[src/rtl/hbrle_pkg.sv]
`timescale 1ns / 1ps
`default_nettype none

package hbrle_pkg;

    // Default row length in columns.
    localparam int ROW_PIXELS_DEF = 160;

    // Depth of the command queue between front and back.
    localparam int Q_DEPTH = 2;

    // Byte codes of the terminal stream.
    localparam logic [7:0] CHR_ESC   = 8'h1B;
    localparam logic [7:0] CHR_LBRK  = 8'h5B;
    localparam logic [7:0] CHR_SEMI  = 8'h3B;
    localparam logic [7:0] CHR_ZERO  = 8'h30;
    localparam logic [7:0] CHR_TWO   = 8'h32;
    localparam logic [7:0] CHR_THREE = 8'h33;
    localparam logic [7:0] CHR_FOUR  = 8'h34;
    localparam logic [7:0] CHR_EIGHT = 8'h38;
    localparam logic [7:0] CHR_M     = 8'h6D;
    localparam logic [7:0] CHR_BLK0  = 8'hE2;
    localparam logic [7:0] CHR_BLK1  = 8'h96;
    localparam logic [7:0] CHR_BLK2  = 8'h80;
    localparam logic [7:0] CHR_NL    = 8'h0A;

    // Steps of the output program.
    localparam logic [4:0] STEP_ESC     = 5'd0;
    localparam logic [4:0] STEP_BLK     = 5'd24;
    localparam logic [4:0] STEP_BLK_END = 5'd26;
    localparam logic [4:0] STEP_NL      = 5'd27;

    // Channel indexes into the digit array of a command.
    localparam logic [2:0] CH_UR = 3'd0;
    localparam logic [2:0] CH_UG = 3'd1;
    localparam logic [2:0] CH_UB = 3'd2;
    localparam logic [2:0] CH_LR = 3'd3;
    localparam logic [2:0] CH_LG = 3'd4;
    localparam logic [2:0] CH_LB = 3'd5;

    // One input item: a vertical pixel pair.
    typedef struct packed {
        logic [7:0] upper_red;
        logic [7:0] upper_green;
        logic [7:0] upper_blue;
        logic [7:0] upper_alpha;
        logic [7:0] lower_red;
        logic [7:0] lower_green;
        logic [7:0] lower_blue;
        logic [7:0] lower_alpha;
        logic       row_end;
        logic       frame_end;
    } t_pix;

    // One result item: a byte of the stream.
    typedef struct packed {
        logic [7:0] out_byte;
        logic       item_done;
    } t_obyte;

    // Decimal form of one channel, digits left aligned, most significant first.
    typedef struct packed {
        logic [1:0]       cnt;
        logic [2:0][3:0]  d;
    } t_dec;

    // Command handed from the front to the back.
    typedef struct packed {
        t_dec [5:0] dig;
        logic       run_open;
        logic       newline;
    } t_cmd;

    // One step of the output program.
    typedef struct packed {
        logic       is_dig;
        logic [2:0] chan;
        logic [7:0] chr;
    } t_slot;

    // Splits an 8-bit value into decimal digits without leading zeros.
    function automatic t_dec dec_split(input logic [7:0] v);
        t_dec       res;
        logic [3:0] h;
        logic [3:0] t;
        logic [3:0] o;
        logic [7:0] r;
        logic [7:0] q;
        h = (v >= 8'd200) ? 4'd2 : ((v >= 8'd100) ? 4'd1 : 4'd0);
        r = v - 8'(h * 8'd100);
        t = 4'd0;
        for (int k = 1; k <= 9; k++) begin
            if (r >= 8'(k * 10)) begin
                t = 4'(k);
            end
        end
        q = r - 8'(t * 8'd10);
        o = q[3:0];
        res.d = '0;
        if (v >= 8'd100) begin
            res.cnt  = 2'd3;
            res.d[0] = h;
            res.d[1] = t;
            res.d[2] = o;
        end else if (v >= 8'd10) begin
            res.cnt  = 2'd2;
            res.d[0] = t;
            res.d[1] = o;
        end else begin
            res.cnt  = 2'd1;
            res.d[0] = o;
        end
        return res;
    endfunction

    // Output program: escape, colors, half block, newline.
    function automatic t_slot slot_at(input logic [4:0] step);
        t_slot s;
        s = '{is_dig: 1'b0, chan: CH_UR, chr: CHR_SEMI};
        case (step)
            5'd0:    s.chr = CHR_ESC;
            5'd1:    s.chr = CHR_LBRK;
            5'd2:    s.chr = CHR_THREE;
            5'd3:    s.chr = CHR_EIGHT;
            5'd5:    s.chr = CHR_TWO;
            5'd7:    begin s.is_dig = 1'b1; s.chan = CH_UR; end
            5'd9:    begin s.is_dig = 1'b1; s.chan = CH_UG; end
            5'd11:   begin s.is_dig = 1'b1; s.chan = CH_UB; end
            5'd13:   s.chr = CHR_FOUR;
            5'd14:   s.chr = CHR_EIGHT;
            5'd16:   s.chr = CHR_TWO;
            5'd18:   begin s.is_dig = 1'b1; s.chan = CH_LR; end
            5'd20:   begin s.is_dig = 1'b1; s.chan = CH_LG; end
            5'd22:   begin s.is_dig = 1'b1; s.chan = CH_LB; end
            5'd23:   s.chr = CHR_M;
            5'd24:   s.chr = CHR_BLK0;
            5'd25:   s.chr = CHR_BLK1;
            5'd26:   s.chr = CHR_BLK2;
            5'd27:   s.chr = CHR_NL;
            default: s.chr = CHR_SEMI;
        endcase
        return s;
    endfunction

endpackage

`default_nettype wire

[src/rtl/hbrle_stream_if.sv]
`timescale 1ns / 1ps
`default_nettype none

// Valid/ready channel carrying one item of type T per handshake.
interface hbrle_stream_if #(
    parameter type T = logic
);
    logic valid;
    logic ready;
    T     data;

    modport source (output valid, output data, input ready);
    modport sink   (input valid, input data, output ready);
endinterface

`default_nettype wire

[src/rtl/hbrle_front.sv]
`timescale 1ns / 1ps
`default_nettype none

module hbrle_front
    import hbrle_pkg::*;
#(
    parameter int ROW_PIXELS = ROW_PIXELS_DEF
) (
    input  wire              i_clk,
    input  wire              i_rst_n,
    hbrle_stream_if.sink     i_pix,
    hbrle_stream_if.source   o_cmd
);

    localparam int CW = $clog2(ROW_PIXELS + 1);
    localparam logic [CW-1:0] COL_LAST = CW'(ROW_PIXELS - 1);

    logic [31:0]   r_upper;
    logic [31:0]   r_lower;
    logic          r_row_start;
    logic [CW-1:0] r_col;
    logic [31:0]   n_upper;
    logic [31:0]   n_lower;
    logic          n_row_start;
    logic [CW-1:0] n_col;
    logic          w_accept;
    logic          w_row_end;
    t_pix          w_p;
    t_cmd          w_cmd;

    // The front passes the handshake through to the queue.
    assign w_p         = i_pix.data;
    assign i_pix.ready = o_cmd.ready;
    assign o_cmd.valid = i_pix.valid;
    assign o_cmd.data  = w_cmd;
    assign w_accept    = i_pix.valid && o_cmd.ready;

    // Classify the item: run opening, row end, and decimal digits.
    always_comb begin
        n_upper = {w_p.upper_alpha, w_p.upper_blue, w_p.upper_green, w_p.upper_red};
        n_lower = {w_p.lower_alpha, w_p.lower_blue, w_p.lower_green, w_p.lower_red};
        w_row_end = w_p.row_end || w_p.frame_end || (r_col == COL_LAST);
        w_cmd.run_open   = r_row_start || (n_upper != r_upper) || (n_lower != r_lower);
        w_cmd.newline    = w_row_end && !w_p.frame_end;
        w_cmd.dig[CH_UR] = dec_split(w_p.upper_red);
        w_cmd.dig[CH_UG] = dec_split(w_p.upper_green);
        w_cmd.dig[CH_UB] = dec_split(w_p.upper_blue);
        w_cmd.dig[CH_LR] = dec_split(w_p.lower_red);
        w_cmd.dig[CH_LG] = dec_split(w_p.lower_green);
        w_cmd.dig[CH_LB] = dec_split(w_p.lower_blue);
        n_row_start = w_row_end;
        n_col       = w_row_end ? '0 : r_col + CW'(1);
    end

    // Held colors and row position advance on each accepted item.
    always_ff @(posedge i_clk) begin
        if (!i_rst_n) begin
            r_upper     <= '0;
            r_lower     <= '0;
            r_row_start <= 1'b1;
            r_col       <= '0;
        end else if (w_accept) begin
            r_upper     <= n_upper;
            r_lower     <= n_lower;
            r_row_start <= n_row_start;
            r_col       <= n_col;
        end
    end

endmodule

`default_nettype wire

[src/rtl/hbrle_fifo.sv]
`timescale 1ns / 1ps
`default_nettype none

module hbrle_fifo
    import hbrle_pkg::*;
(
    input  wire              i_clk,
    input  wire              i_rst_n,
    hbrle_stream_if.sink     i_cmd,
    hbrle_stream_if.source   o_cmd
);

    localparam int AW = $clog2(Q_DEPTH);
    localparam logic [AW:0] FULL = (AW + 1)'(Q_DEPTH);

    t_cmd          r_mem [Q_DEPTH];
    logic [AW-1:0] r_wr;
    logic [AW-1:0] r_rd;
    logic [AW:0]   r_cnt;
    logic [AW-1:0] n_wr;
    logic [AW-1:0] n_rd;
    logic [AW:0]   n_cnt;
    logic          w_push;
    logic          w_pop;

    assign i_cmd.ready = (r_cnt != FULL);
    assign o_cmd.valid = (r_cnt != '0);
    assign o_cmd.data  = r_mem[r_rd];
    assign w_push      = i_cmd.valid && i_cmd.ready;
    assign w_pop       = o_cmd.valid && o_cmd.ready;

    // Pointer and fill count update.
    always_comb begin
        n_wr  = w_push ? r_wr + AW'(1) : r_wr;
        n_rd  = w_pop ? r_rd + AW'(1) : r_rd;
        n_cnt = r_cnt + (AW + 1)'(w_push) - (AW + 1)'(w_pop);
    end

    always_ff @(posedge i_clk) begin
        if (!i_rst_n) begin
            r_wr  <= '0;
            r_rd  <= '0;
            r_cnt <= '0;
        end else begin
            r_wr  <= n_wr;
            r_rd  <= n_rd;
            r_cnt <= n_cnt;
        end
    end

    // Queue storage.
    always_ff @(posedge i_clk) begin
        if (w_push) begin
            r_mem[r_wr] <= i_cmd.data;
        end
    end

`ifndef ASSERT_OFF
    a_cnt_bound: assert property (@(posedge i_clk) disable iff (!i_rst_n)
        r_cnt <= FULL)
        else $error("queue fill count out of range");
    a_cnt_track: assert property (@(posedge i_clk) disable iff (!i_rst_n)
        (w_push && !w_pop) |=> (r_cnt == $past(r_cnt) + (AW + 1)'(1)))
        else $error("queue count missed a push");
    a_no_overflow: assert property (@(posedge i_clk) disable iff (!i_rst_n)
        (r_cnt == FULL) |-> !w_push)
        else $error("item pushed into a full queue");
`endif

endmodule

`default_nettype wire

[src/rtl/hbrle_back.sv]
`timescale 1ns / 1ps
`default_nettype none

module hbrle_back
    import hbrle_pkg::*;
(
    input  wire              i_clk,
    input  wire              i_rst_n,
    hbrle_stream_if.sink     i_cmd,
    hbrle_stream_if.source   o_byte
);

    logic       r_busy;
    logic [4:0] r_step;
    logic [1:0] r_dig;
    t_cmd       r_cmd;
    logic       r_ovalid;
    t_obyte     r_obyte;
    logic       n_busy;
    logic [4:0] n_step;
    logic [1:0] n_dig;
    logic       n_ovalid;
    t_slot      w_slot;
    t_dec       w_dec;
    logic       w_dig_last;
    logic       w_last;
    logic       w_adv;
    logic       w_fire;
    logic       w_load;
    logic       w_take;
    logic [7:0] w_byte;

    // Decode the current program step into a byte.
    always_comb begin
        w_slot     = slot_at(r_step);
        w_dec      = r_cmd.dig[w_slot.chan];
        w_dig_last = (r_dig == w_dec.cnt - 2'd1);
        w_byte     = w_slot.is_dig ? (CHR_ZERO + {4'd0, w_dec.d[r_dig]}) : w_slot.chr;
        w_last     = (r_step == (r_cmd.newline ? STEP_NL : STEP_BLK_END));
        w_adv      = !r_ovalid || o_byte.ready;
        w_fire     = r_busy && w_adv;
        w_load     = !r_busy || (w_fire && w_last);
        w_take     = w_load && i_cmd.valid;
    end

    assign i_cmd.ready  = w_load;
    assign o_byte.valid = r_ovalid;
    assign o_byte.data  = r_obyte;

    // Sequencer next state: load a command, walk its steps and digits.
    always_comb begin
        n_busy   = r_busy;
        n_step   = r_step;
        n_dig    = r_dig;
        n_ovalid = r_ovalid;
        if (w_fire) begin
            n_ovalid = 1'b1;
        end else if (o_byte.ready) begin
            n_ovalid = 1'b0;
        end
        if (w_take) begin
            n_busy = 1'b1;
            n_step = i_cmd.data.run_open ? STEP_ESC : STEP_BLK;
            n_dig  = 2'd0;
        end else if (w_fire) begin
            if (w_last) begin
                n_busy = 1'b0;
            end else if (!w_slot.is_dig || w_dig_last) begin
                n_step = r_step + 5'd1;
                n_dig  = 2'd0;
            end else begin
                n_dig = r_dig + 2'd1;
            end
        end
    end

    always_ff @(posedge i_clk) begin
        if (!i_rst_n) begin
            r_busy   <= 1'b0;
            r_step   <= STEP_ESC;
            r_dig    <= 2'd0;
            r_ovalid <= 1'b0;
        end else begin
            r_busy   <= n_busy;
            r_step   <= n_step;
            r_dig    <= n_dig;
            r_ovalid <= n_ovalid;
        end
    end

    // Current command and output byte register.
    always_ff @(posedge i_clk) begin
        if (w_take) begin
            r_cmd <= i_cmd.data;
        end
        if (w_fire) begin
            r_obyte.out_byte  <= w_byte;
            r_obyte.item_done <= w_last;
        end
    end

`ifndef ASSERT_OFF
    a_step_range: assert property (@(posedge i_clk) disable iff (!i_rst_n)
        r_busy |-> (r_step <= STEP_NL))
        else $error("sequencer step out of range");
    a_done_byte: assert property (@(posedge i_clk) disable iff (!i_rst_n)
        (r_ovalid && r_obyte.item_done) |->
            (r_obyte.out_byte == CHR_BLK2 || r_obyte.out_byte == CHR_NL))
        else $error("item closed on a wrong byte");
    a_load_gap: assert property (@(posedge i_clk) disable iff (!i_rst_n)
        (i_cmd.valid && i_cmd.ready) |-> (!r_busy || (w_fire && w_last)))
        else $error("command taken while another is in progress");
`endif

endmodule

`default_nettype wire

[src/rtl/half_block_ansi_rle_encoder.sv]
// The first byte of an item becomes valid after it has passed the queue entry, the
// sequencer's command and step registers and the output byte register, when the queue is empty and the output is free.
// Throughput: one byte per cycle while the receiver is ready, so an item is 3 to 40 bytes,
// made by the byte sequencer and its output register; a two-entry queue lets input run ahead.
// Reset (synchronous, active low) clears held colors, row position, queue and byte sequencer.
`timescale 1ns / 1ps
`default_nettype none

module half_block_ansi_rle_encoder
    import hbrle_pkg::*;
#(
    parameter int ROW_PIXELS = ROW_PIXELS_DEF
) (
    input  wire              i_clk,
    input  wire              i_rst_n,
    hbrle_stream_if.sink     i_pix,
    hbrle_stream_if.source   o_byte
);

    hbrle_stream_if #(.T(t_cmd)) q_in ();
    hbrle_stream_if #(.T(t_cmd)) q_out ();

    // Front: accept and classify pixel pairs.
    hbrle_front #(
        .ROW_PIXELS(ROW_PIXELS)
    ) u_front (
        .i_clk   (i_clk),
        .i_rst_n (i_rst_n),
        .i_pix   (i_pix),
        .o_cmd   (q_in)
    );

    // Queue between front and back.
    hbrle_fifo u_fifo (
        .i_clk   (i_clk),
        .i_rst_n (i_rst_n),
        .i_cmd   (q_in),
        .o_cmd   (q_out)
    );

    // Back: emit the byte stream.
    hbrle_back u_back (
        .i_clk   (i_clk),
        .i_rst_n (i_rst_n),
        .i_cmd   (q_out),
        .o_byte  (o_byte)
    );

endmodule

`default_nettype wire

[src/flat_wrapper.sv]
// flat-port wrapper written by rule: the top's interface ports become plain ports
module half_block_ansi_rle_encoder_flat import hbrle_pkg::*;
#(
    parameter int ROW_PIXELS = ROW_PIXELS_DEF
)
  (i_clk, i_rst_n, i_pix_valid, i_pix_data, i_pix_ready, o_byte_valid, o_byte_data, o_byte_ready);
  hbrle_stream_if #(.T(t_pix)) i_pix_i ();
  hbrle_stream_if #(.T(t_obyte)) o_byte_i ();
  input  wire i_clk;
  input  wire i_rst_n;
  input wire logic [$bits(i_pix_i.valid)-1:0] i_pix_valid;
  input wire logic [$bits(i_pix_i.data)-1:0] i_pix_data;
  output wire logic [$bits(i_pix_i.ready)-1:0] i_pix_ready;
  output wire logic [$bits(o_byte_i.valid)-1:0] o_byte_valid;
  output wire logic [$bits(o_byte_i.data)-1:0] o_byte_data;
  input wire logic [$bits(o_byte_i.ready)-1:0] o_byte_ready;
  assign i_pix_i.valid = i_pix_valid;
  assign i_pix_i.data = i_pix_data;
  assign i_pix_ready = i_pix_i.ready;
  assign o_byte_valid = o_byte_i.valid;
  assign o_byte_data = o_byte_i.data;
  assign o_byte_i.ready = o_byte_ready;
  half_block_ansi_rle_encoder #(.ROW_PIXELS(ROW_PIXELS)) u_core (.i_clk(i_clk), .i_rst_n(i_rst_n), .i_pix(i_pix_i), .o_byte(o_byte_i));
endmodule
[config.mk]
export PLATFORM = sky130hd
export DESIGN_NAME = half_block_ansi_rle_encoder_flat
export DESIGN_NICKNAME = d
export VERILOG_FILES = /design/src/rtl/hbrle_pkg.sv /design/src/rtl/hbrle_stream_if.sv /design/src/rtl/hbrle_front.sv /design/src/rtl/hbrle_fifo.sv /design/src/rtl/hbrle_back.sv /design/src/rtl/half_block_ansi_rle_encoder.sv /design/src/flat_wrapper.sv
export SDC_FILE = /design/constraint.sdc
export NUM_CORES = 1
export LEC_CHECK = 0
export BUFFER_PORTS_ARGS = -buffer_cell sky130_fd_sc_hd__buf_2
export CORE_MARGIN = 1
export CORE_UTILIZATION = 45
export DETAILED_ROUTE_END_ITERATION = 16
export PLACE_DENSITY = 0.63
export SLEW_MARGIN = 5
export SYNTH_ARGS = -nofsm -noshare
export SYNTH_HDL_FRONTEND = slang
export SYNTH_SLANG_ARGS = --single-unit
[constraint.sdc]
create_clock -name i_clk -period 7.4 [get_ports i_clk]
set_clock_uncertainty 0.1 [all_clocks]
set_input_delay 0.37 -clock i_clk [delete_from_list [all_inputs] [get_ports i_clk]]
set_output_delay 0.37 -clock i_clk [all_outputs]
set_load 0.01 [all_outputs]
## Yosys cells after proc, flatten, opt, wreduce, memory -nomap -nowiden

Memories as Yosys holds them, arrays and structs flattened. A register that Yosys moved wholly into a read port is not among the register bits.
Index checks and enable logic that the tools add are counted.

- $add $sub $neg: 21
- Multiply operators: 12
- Divide/modulo/power cells: 0
- Magnitude comparators: 74
- Equal/unequal tests: 25
- Shift operators: 0
- Mux-type cells: 126
- Bitwise operators: 2
- Reductions and logical operators: 28

Operator list:

| operator | number |
|---|---|
| 2-to-1 mux 4 bit | 67 |
| greater-or-equal comparator 8 x 7 -> 1 bit (second input constant) | 24 |
| greater-or-equal comparator 8 x 6 -> 1 bit (second input constant) | 18 |
| greater-or-equal comparator 8 x 4 -> 1 bit (second input constant) | 12 |
| greater-or-equal comparator 8 x 5 -> 1 bit (second input constant) | 12 |
| case mux 8 bit (11 select lines) | 1 |
| 2-to-1 mux 8 bit | 8 |
| != test 32 bit | 2 |
| greater-or-equal comparator 8 bit (second input constant) | 6 |
| subtractor 8 bit | 6 |
| equality test 5 bit (second input constant) | 9 |
| binary-select mux 14 bit (select 3 bit) | 1 |
| 2-to-1 mux 2 bit | 19 |
| multiplier 2 x 5 -> 6 bit (second input constant) | 6 |
| 2-to-1 mux 5 bit | 5 |
| multiplier 4 x 3 -> 3 bit (second input constant) | 6 |
| case mux 4 bit (6 select lines) | 1 |
| subtractor 4 bit | 6 |
| 2-to-1 mux 1 bit | 22 |
| equality test 5 x 4 -> 1 bit (second input constant) | 4 |
| 2-to-1 mux 14 bit | 1 |
| equality test 5 x 2 -> 1 bit (second input constant) | 2 |
| equality test 5 x 3 -> 1 bit (second input constant) | 2 |
| nonzero test 2 bit | 5 |
| 25 further kinds | 43 |

- Register bits: 180
- Bits in latches: 0
- Memory bits (writable): 172
- Memory bits (read-only): 0
- Input bits: 70
- Output and inout bits: 11
- Word-level logic and storage cells: 327
- Memories kept: 1

Memory list:

| name | words | bits a word | rd ports | clocked after Yosys merged registers in | write ports | line | source |
|---|---|---|---|---|---|---|---|
| u_core.u_fifo.r_mem | 2 | 86 | 1 | 1 | 1 | hbrle_fifo.sv:16 | `t_cmd r_mem [Q_DEPTH];` |

## Depth between registers and ports, before layout

Gate-level depths: netlist of the first run.

- Depth in word-level cells: 19
- Gate-level depth with buffers: 22
- Gate-level depth less buffers: 20

## Modules after synthesis

A second synthesis of the first run with hierarchy kept.

- Cell total of the unflattened synthesis: 1700
- Area, all modules: 19029.5 µm²

By module, submodules not included:

| module | times used | cells an instance | area an instance (µm²) | seq. area each (µm²) |
|---|---|---|---|---|
| hbrle_front | 1 | 1061 | 7752.4 | 1461.4 |
| hbrle_fifo | 1 | 297 | 6672.6 | 5265.0 |
| hbrle_back | 1 | 342 | 4604.4 | 3002.9 |

## Worst setup path before layout of the first run

OpenSTA, ideal clock, no wires.

- Path type: flip-flop to flip-flop
- Start: register u_core.u_fifo.r_cnt[0]
- End: memory u_core.u_fifo.r_mem[0][0] (netlist bit), enable pin
- Library setup time: 533 ps
- Arrival: 4899 ps
- Data required time: 6767 ps
- Setup slack: 1868 ps
- Cell stages (with the launch flop): 7
- Buffers on the path: 2
- Clock period less this slack: 5532 ps
- Cells stage by stage: dfxtp_1 > nand2b_1 > and2_1 > clkbuf_1 > clkinv_1 > clkbuf_1 > nor2_1

- Longest elaborated chain between the ends: 4

Ends and longest elaborated chain:

| element | line | source |
|---|---|---|
| start, declared | hbrle_fifo.sv:19 | `logic [AW:0] r_cnt;` |
| start signal, assigned | hbrle_fifo.sv:47 | `r_cnt <= n_cnt;` |
| != test 2 bit | hbrle_fifo.sv:26 | `assign i_cmd.ready = (r_cnt != FULL);` |
| named net i_pix_ready | flat_wrapper.sv:13 | `output wire logic [$bits(i_pix_i.ready)-1:0] i_pix_ready;` |
| logical AND 1 bit | hbrle_fifo.sv:29 | `assign w_push = i_cmd.valid && i_cmd.ready;` |
| 2-to-1 mux 1 bit | hbrle_fifo.sv:53 | `if (w_push) begin` |
| 2-to-1 mux 1 bit (implied by the code) | hbrle_fifo.sv:54 | `r_mem[r_wr] <= i_cmd.data;` |
| end, declared | hbrle_fifo.sv:16 |  |

The timed path passes the listed nets, and every way through them passes these cells.

==> flow_summary.json, run 1 <==
{
  "status": "finished, final reports clean",
  "synth_fa_ha_area_frac": 0.0407,
  "relSlewSlack": 0.310,
  "vias": 12600,
  "syn_avg_cell_area_sq_um": 11.3,
  "r2r_start": "u_core.u_back.r_step[0]",
  "post-route-period-util": 0.702,
  "setup_viol": 0,
  "synth-seq-area-share": 0.540,
  "min_path_type": "in -> reg",
  "synth_top_area_share": 0.443,
  "synthSimpleGateAreaFrac": 0.120,
  "antenna_found_initial": 0,
  "die_w_um": 202,
  "globalplace.congestion": 0.848,
  "synth_ff_type": "edfxtp_1",
  "p_per_area_nw_per_um2": 328,
  "hp-start": "i_pix_data[39]",
  "io_pins": 81,
  "design_area_sq_um": 20400,
  "place_hpwl_um": 28900,
  "reg2reg_depth": 9,
  "track_usage": 0.204,
  "post-place-ws_ps": 2080,
  "hold_depth": 3,
  "rsz0062_at_grt": "no",
  "drtPass1Iterations": 5,
  "initial_core_util": 0.461,
  "core-area_sq_um": 39100,
  "reg2reg_slack_ps": 3560,
  "synth_compound_area_frac": 0.139,
  "fmax_mhz": 192,
  "finish.utilization": 0.521,
  "fin_tns_setup_ps": 0,
  "grt_pass1_vias": 11900,
  "total_power_mw": 6.67,
  "synth_top_family_by_area": "compound AO/OA/AOI/OAI gates",
  "crit_path_max_fanout": 13,
  "placed_cell_area_sq_um": 18900,
  "cts_tree": "yes",
  "hold-worst-slack_ps": 26.7,
  "cp-start-kind": "primary input",
  "maxSlewViolCount": 0,
  "yosys.area.top_type": "edfxtp_1",
  "drt_iter0_markers": 1013,
  "drive_above_1_share": 0.158,
  "antenna_cells": 0,
  "detail_route.wirelength_um": 41800,
  "insertion_delay_ps": 540,
  "synth_nets": 1710,
  "cp.arrival_ps": 5360,
  "ant_nets": 0,
  "synth-edff-count": 266,
  "grt_first_pass_wirelength_um": 66000,
  "synth.distinct_cells": 92,
  "hold_viol_final": 0,
  "area_delta_synth_final_pct": 13.0,
  "cp.required_ps": 7570,
  "nets": 1791,
  "die_h_um": 202,
  "synth.area.top_cells": "edfxtp_1 44%, dfxtp_1 9.7%, mux2_2 5.4%",
  "yosys_warnings": 0,
  "cts.sinks": 353,
  "syn_area_sq_um": 18000,
  "synth-seq-cells": 353,
  "tightest_slew_ps": 1030,
  "gr-total-overflow": 0,
  "cap_violations": 0,
  "drc_errors": 0,
  "syn_inst": 1591,
  "path_clk_slew_ps": 60,
  "setup_slack_ps": 2200,
  "port_buffers": 80,
  "finalNonFillerCells": 2217,
  "leakage_nw": 7.43,
  "synth_xor_area_frac": 0.0539,
  "synthMuxAreaShare": 0.0748,
  "crit_path_end_kind": "flip-flop",
  "clockBufferDepth": 3,
  "critical_path_class": "in -> reg",
  "cts_buffers": 39,
  "htreeDepth": 2,
  "grt_max_degree": 75,
  "period_needed_ps": 5200,
  "dp.cells": 2133,
  "hold_end": "u_core.u_front.r_upper[29]",
  "die-area_sq_um": 40900,
  "reg2reg_to": "u_core.u_back.o_byte.data[5]",
  "async_flop_share": 0,
  "rows": 72,
  "wire_per_inst_um": 18.8,
  "via_per_inst": 5.67,
  "clockRootBuffer": "clkbuf_16",
  "ir_worst_vdd_v": 0.000184
}
logic make-up (layout without fill, tap and decap cells):
family / count (synthesis) / in the layout
XOR/XNOR: 106 / 106
AND/OR/NAND/NOR: 465 / 465
multiplexers: 114 / 114
AO/OA/AOI/OAI: 351 / 351
buffers and inverters: 150 / 258
adder cells (fa/ha/maj): 52 / 52
flip-flops: 353 / 353
worst max-delay path by stage:
stage,start,end
after CTS,i_pix_data[28],u_core.u_fifo.r_mem[1][47]
final,i_pix_data[28],u_core.u_fifo.r_mem[0][51]
after global placement,i_pix_data[54],u_core.u_fifo.r_mem[0][19]
after floorplan,u_core.u_fifo.r_cnt[0],u_core.u_fifo.r_mem[0][0]
after detailed placement,i_pix_data[54],u_core.u_fifo.r_mem[0][23]
after global routing,i_pix_data[28],u_core.u_fifo.r_mem[1][47]
registers in the layout (all words and copies together), names as in the netlist, 5 cells and up, named ones only:
name,flops
u_core.u_front.r_lower,32
u_core.u_front.r_col,8
u_core.u_back.r_step,5
u_core.u_fifo.r_mem,172
u_core.u_back.r_cmd,85
u_core.u_back.o_byte.data,9
u_core.u_front.r_upper,32
layout by cell type (no fill, tap or decap), types with 16 or more instances in the layout:
master,Yosys,layout
a21boi_0,67,67
a21oi_1,51,51
buf_2,11,80
buf_4,0,16
clkbuf_16,0,42
dfxtp_1,87,86
dlygate4sd3_1,0,16
edfxtp_1,266,266
ha_1,37,37
inv_1,75,74
mux2_2,86,86
mux2i_1,20,20
nand2_1,219,219
nand3_1,39,39
nor2_1,72,71
nor4_1,22,22
o21a_1,16,16
o21ai_0,49,49
o22ai_1,17,17
xnor2_1,50,50
xor2_1,53,53
repair_timing:
item	4_1_cts	5_1_grt
gates resized for setup	0	0
buffers inserted	0	0
endpoints found under the hold margin	16	0
hold buffers	16	0
layer usage:
metal	track usage	up-vias	wire length, um	part of all wire
li1	-	6033	-	-
met4	0.0591	0	855	0.020
met5	0	-	0	0
met2	0.332	351	19700	0.47
met3	0.0277	55	2030	0.049
met1	0.285	6128	19100	0.46
report_power, final:
part / total, mW / leakage [nW] / switching, mW / internal (mW)
Sequential: 2.92 / 3.18 / 0.171 / 2.75
Clock: 1.95 / 0.623 / 0.768 / 1.18
Combinational: 1.81 / 3.63 / 1.10 / 0.705
Total: 6.67 / 7.43 / 2.04 / 4.63
Yosys cell counts, types with 16 or more instances:
library cell / instances
a21boi_0: 67
a21oi_1: 51
clkbuf_1: 49
dfxtp_1: 87
edfxtp_1: 266
ha_1: 37
inv_1: 75
mux2_2: 86
mux2i_1: 20
nand2_1: 219
nand3_1: 39
nor2_1: 72
nor4_1: 22
o21a_1: 16
o21ai_0: 49
o22ai_1: 17
xnor2_1: 50
xor2_1: 53
cell type report:
class | instances | area [sq um]
fill | 3432 | 18700
sequential | 353 | 9730
clock inverter | 19 | 194
clock buffer | 49 | 1090
multi-input combinational | 1088 | 7720
inverter | 78 | 294
timing repair buffer | 112 | 681
tap | 518 | 648
critical path, stage by stage:
cell           delay (ps)
dlygate4sd3_1         540
buf_2                 150
or3_1                 360
a31oi_1               170
buf_4                 210
inv_1                  90
nand2_1               130
inv_1                  60
ha_1                  190
inv_1                  70
fa_1                  520
inv_1                 160
nand3_1               120
a32o_1                280
nand2_1                70
a41o_1                240
ha_1                  160
inv_1                  40
fa_1                  370
or4_1                 540
a21boi_0              350
o32ai_1               160
Note: power is estimated with default switching activity, not from simulation.
==> run 2: changes to the inputs <==
ABC_AREA = 1   (was default)
clock period = 4.9 ns   (was 7.4 ns; I/O delays follow)
==> run 2 against run 1 <==
  * Power grew 55%
  * Via count grew 4.6%
  * Hold slack is essentially flat
  * Sequential share of layout area shrank 1.3 points
  * Register-to-register slack lost 2100 ps
  * Synthesized cell count grew 15%
  * Wire length shrank 2.9%
  * Sequential power grew 58%
  * Largest cell class unchanged
  * Die area shrank 0.75%
  * Count of clock-buffer cells in the layout grew 1
  * Area after synthesis shrank 0.76%
  * Critical endpoint is now u_core.u_fifo.r_mem[1][5]
  * Core utilization grew 1.7 points
==> flow_summary.json, run 2 <==
{
  "critical_path_class": "in -> reg",
  "maxSlewViolCount": 0,
  "setup_viol": 0,
  "nets": 2092,
  "period_needed_ps": 4550,
  "top_regs": "u_core.u_fifo.r_mem x172, u_core.u_back.r_cmd x85",
  "insertion_delay_ps": 550,
  "largest_register_ff_count": 172,
  "yosys.area.top_type": "edfxtp_1",
  "grt-busiest-layer": "met2",
  "max_stage_delay_ps": 540,
  "cp.required_ps": 5090,
  "async_flop_share": 0,
  "track_usage": 0.201,
  "htreeDepth": 2,
  "total_power_mw": 10.3,
  "status": "finished, final reports clean",
  "synth_most_common_cell": "nand2_1",
  "ant_nets": 0,
  "via_per_inst": 5.21,
  "initial_core_util": 0.460,
  "die-area_sq_um": 40600,
  "cp_slowest_cell": "dlygate4sd3_1",
  "antenna_found_initial": 0,
  "placed_cell_area_sq_um": 18800,
  "synth.distinct_cells": 50,
  "clockRootBuffer": "clkbuf_16",
  "tightest_slew_ps": 1100,
  "syn_inst": 1826,
  "wire_per_inst_um": 16.1,
  "crit_path_end_kind": "flip-flop",
  "min_path_type": "in -> reg",
  "drive_above_1_share": 0.152,
  "hp-start": "i_pix_data[27]",
  "cp.arrival_ps": 4750,
  "hold_viol_final": 0,
  "core-area_sq_um": 38900,
  "layout_common_cells": "272 x nand2_1, 266 x edfxtp_1, 235 x nor2_1, 196 x inv_1, 144 x o21ai_0",
  "synth-seq-cells": 353,
  "path_clk_slew_ps": 60,
  "synth-seq-area-share": 0.544,
  "post-route-period-util": 0.929,
  "r2r_start": "u_core.u_back.r_step[2]",
  "synth_common_cells": "273 x nand2_1, 266 x edfxtp_1, 239 x nor2_1",
  "cts_buffers": 39,
  "synth-edff-count": 266,
  "drtPass1Iterations": 5,
  "met1_usage": 0.276,
  "antenna_cells": 0,
  "detail_route.wirelength_um": 40600,
  "finish.utilization": 0.538,
  "drt_iter0_markers": 1000,
  "vias": 13100,
  "final_common_cell": "nand2_1",
  "fmax_mhz": 220,
  "drc_errors": 0,
  "multi_input_area_sq_um": 7230,
  "cap_violations": 0,
  "synth.area.top_cells": "edfxtp_1 45%, dfxtp_1 9.7%, nand2_1 5.7%",
  "leakage_nw": 8.35,
  "fillers": 3379,
  "die_w_um": 201,
  "hold_end": "u_core.u_front.r_lower[1]",
  "cp-start-kind": "primary input",
  "gr-total-overflow": 0,
  "top_register": "u_core.u_fifo.r_mem",
  "cts.sinks": 353,
  "syn_avg_cell_area_sq_um": 9.80,
  "grt_first_pass_wirelength_um": 66000,
  "place_hpwl_um": 27600,
  "synth_top_area_share": 0.446,
  "register_area_sq_um": 9730,
  "ir_worst_vdd_v": 0.000258,
  "reg2reg_slack_ps": 1420,
  "grt_pass1_vias": 12900,
  "cts_tree": "yes",
  "synth_nets": 1945,
  "met3_usage": 0.0295,
  "grt_max_degree": 96,
  "design_area_sq_um": 20900,
  "use_met2": 0.333,
  "clockBufferDepth": 3,
  "reg2reg_depth": 13,
  "die_h_um": 201,
  "globalplace.congestion": 0.843,
  "crit_path_max_fanout": 6,
  "crit_start": "i_pix_data[63]",
  "reg2reg_to": "u_core.u_fifo.r_cnt[1]",
  "rows": 72,
  "p_per_area_nw_per_um2": 493,
  "yosys_warnings": 0,
  "syn_area_sq_um": 17900,
  "io_pins": 81,
  "synth_ff_type": "edfxtp_1",
  "hold_depth": 3,
  "area_delta_synth_final_pct": 17.0,
  "port_buffers": 80,
  "relSlewSlack": 0.258
}
[run 2: cell types whose count changed after synthesis, moves of 14 or more]
cell / previous run / this run
xnor2_1: 50 / 24
nor2_1: 72 / 239
o21ai_0: 49 / 144
mux2i_1: 20 / 1
a21o_1: 14 / 0
a21boi_0: 67 / 2
xor2_1: 53 / 68
clkbuf_1: 49 / 35
nand3_1: 39 / 72
inv_1: 75 / 198
a21oi_1: 51 / 85
o22ai_1: 17 / 37
nand2_1: 219 / 273
[run 2: critical path, delay by kind of cell]
| kind | cells | cell delay [ps] |
|---|---|---|
| adders and majority gates | 4 | 1070 |
| AOI/OAI and AO/OA | 1 | 170 |
| and+or+nand+nor | 13 | 1310 |
| buffers and inverters | 9 | 1220 |
| xor gates and xnor gates | 3 | 710 |
[run 2: timing repair]
| item | CTS | global route |
|---|---|---|
| hold buffers | 66 | 0 |
| setup endpoints to repair | 0 | 24 |
| setup buffers | 0 | 1 |
| hold endpoints to repair | 69 | 0 |
| gates resized for setup | 0 | 13 |
[run 2: area by class of cell]
type	instances	area share
Multi-Input combinational cell	1214	0.346
Clock buffer	50	0.0511
Sequential cell	353	0.465
Clock inverter	22	0.0138
Timing Repair Buffer	160	0.0564
Inverter	205	0.0370
Tap cell	518	0.0310
[run 2: cells by family (layout without fill, tap and decap cells)]
family,count (synthesis),after routing,synth area share
AOI/OAI and AO/OA,330,330,0.106
xor gates and xnor gates,92,92,0.0450
adders and majority gates,49,49,0.0393
buffers and inverters,259,437,0.0573
DFF,353,353,0.544
muxes,86,86,0.0541
and+or+nand+nor,657,657,0.154
[run 2: worst max-delay path by stage]
| stage | to | slack, ps | cells past startpoint |
|---|---|---|---|
| 6_report | u_core.u_fifo.r_mem[1][5] | 350 | 30 |
| 4_1_cts | u_core.u_fifo.r_mem[1][5] | 360 | 29 |
| 3_3_place_gp | u_core.u_fifo.r_mem[0][79] | 450 | 30 |
| 3_5_place_dp | u_core.u_fifo.r_mem[1][5] | 340 | 28 |
| 2_1_floorplan | u_core.u_fifo.r_cnt[1] | 810 | 13 |
| 5_1_grt | u_core.u_fifo.r_mem[1][69] | -5 | 33 |
[run 2: layer usage]
layer  up-vias  wire length (um)
met4         0               711
met5         -                 0
met3        54              1710
met2       300             19000
li1       6546                 -
met1      6248             19100
[run 2: through the flow]
stage | cells | hold slack [ps] | setup slack (ps) | setup TNS (ps)
2_1_floorplan | 1826 | 294 | 809 | 0
3_5_place_dp | 2383 | 333 | 337 | 0
6_report | 2522 | 26.8 | 345 | 0
3_3_place_gp | 2383 | 326 | 455 | 0
4_1_cts | 2521 | 3.27 | 360 | 0
5_1_grt | 2522 | 42.6 | -5.44 | -24.3
[run 2: report_power, final]
part	switching, mW	total (mW)	internal (mW)
logic	1.65	2.66	1.01
registers	0.340	4.60	4.26
clock network	1.19	3.06	1.87
total	3.18	10.3	7.15
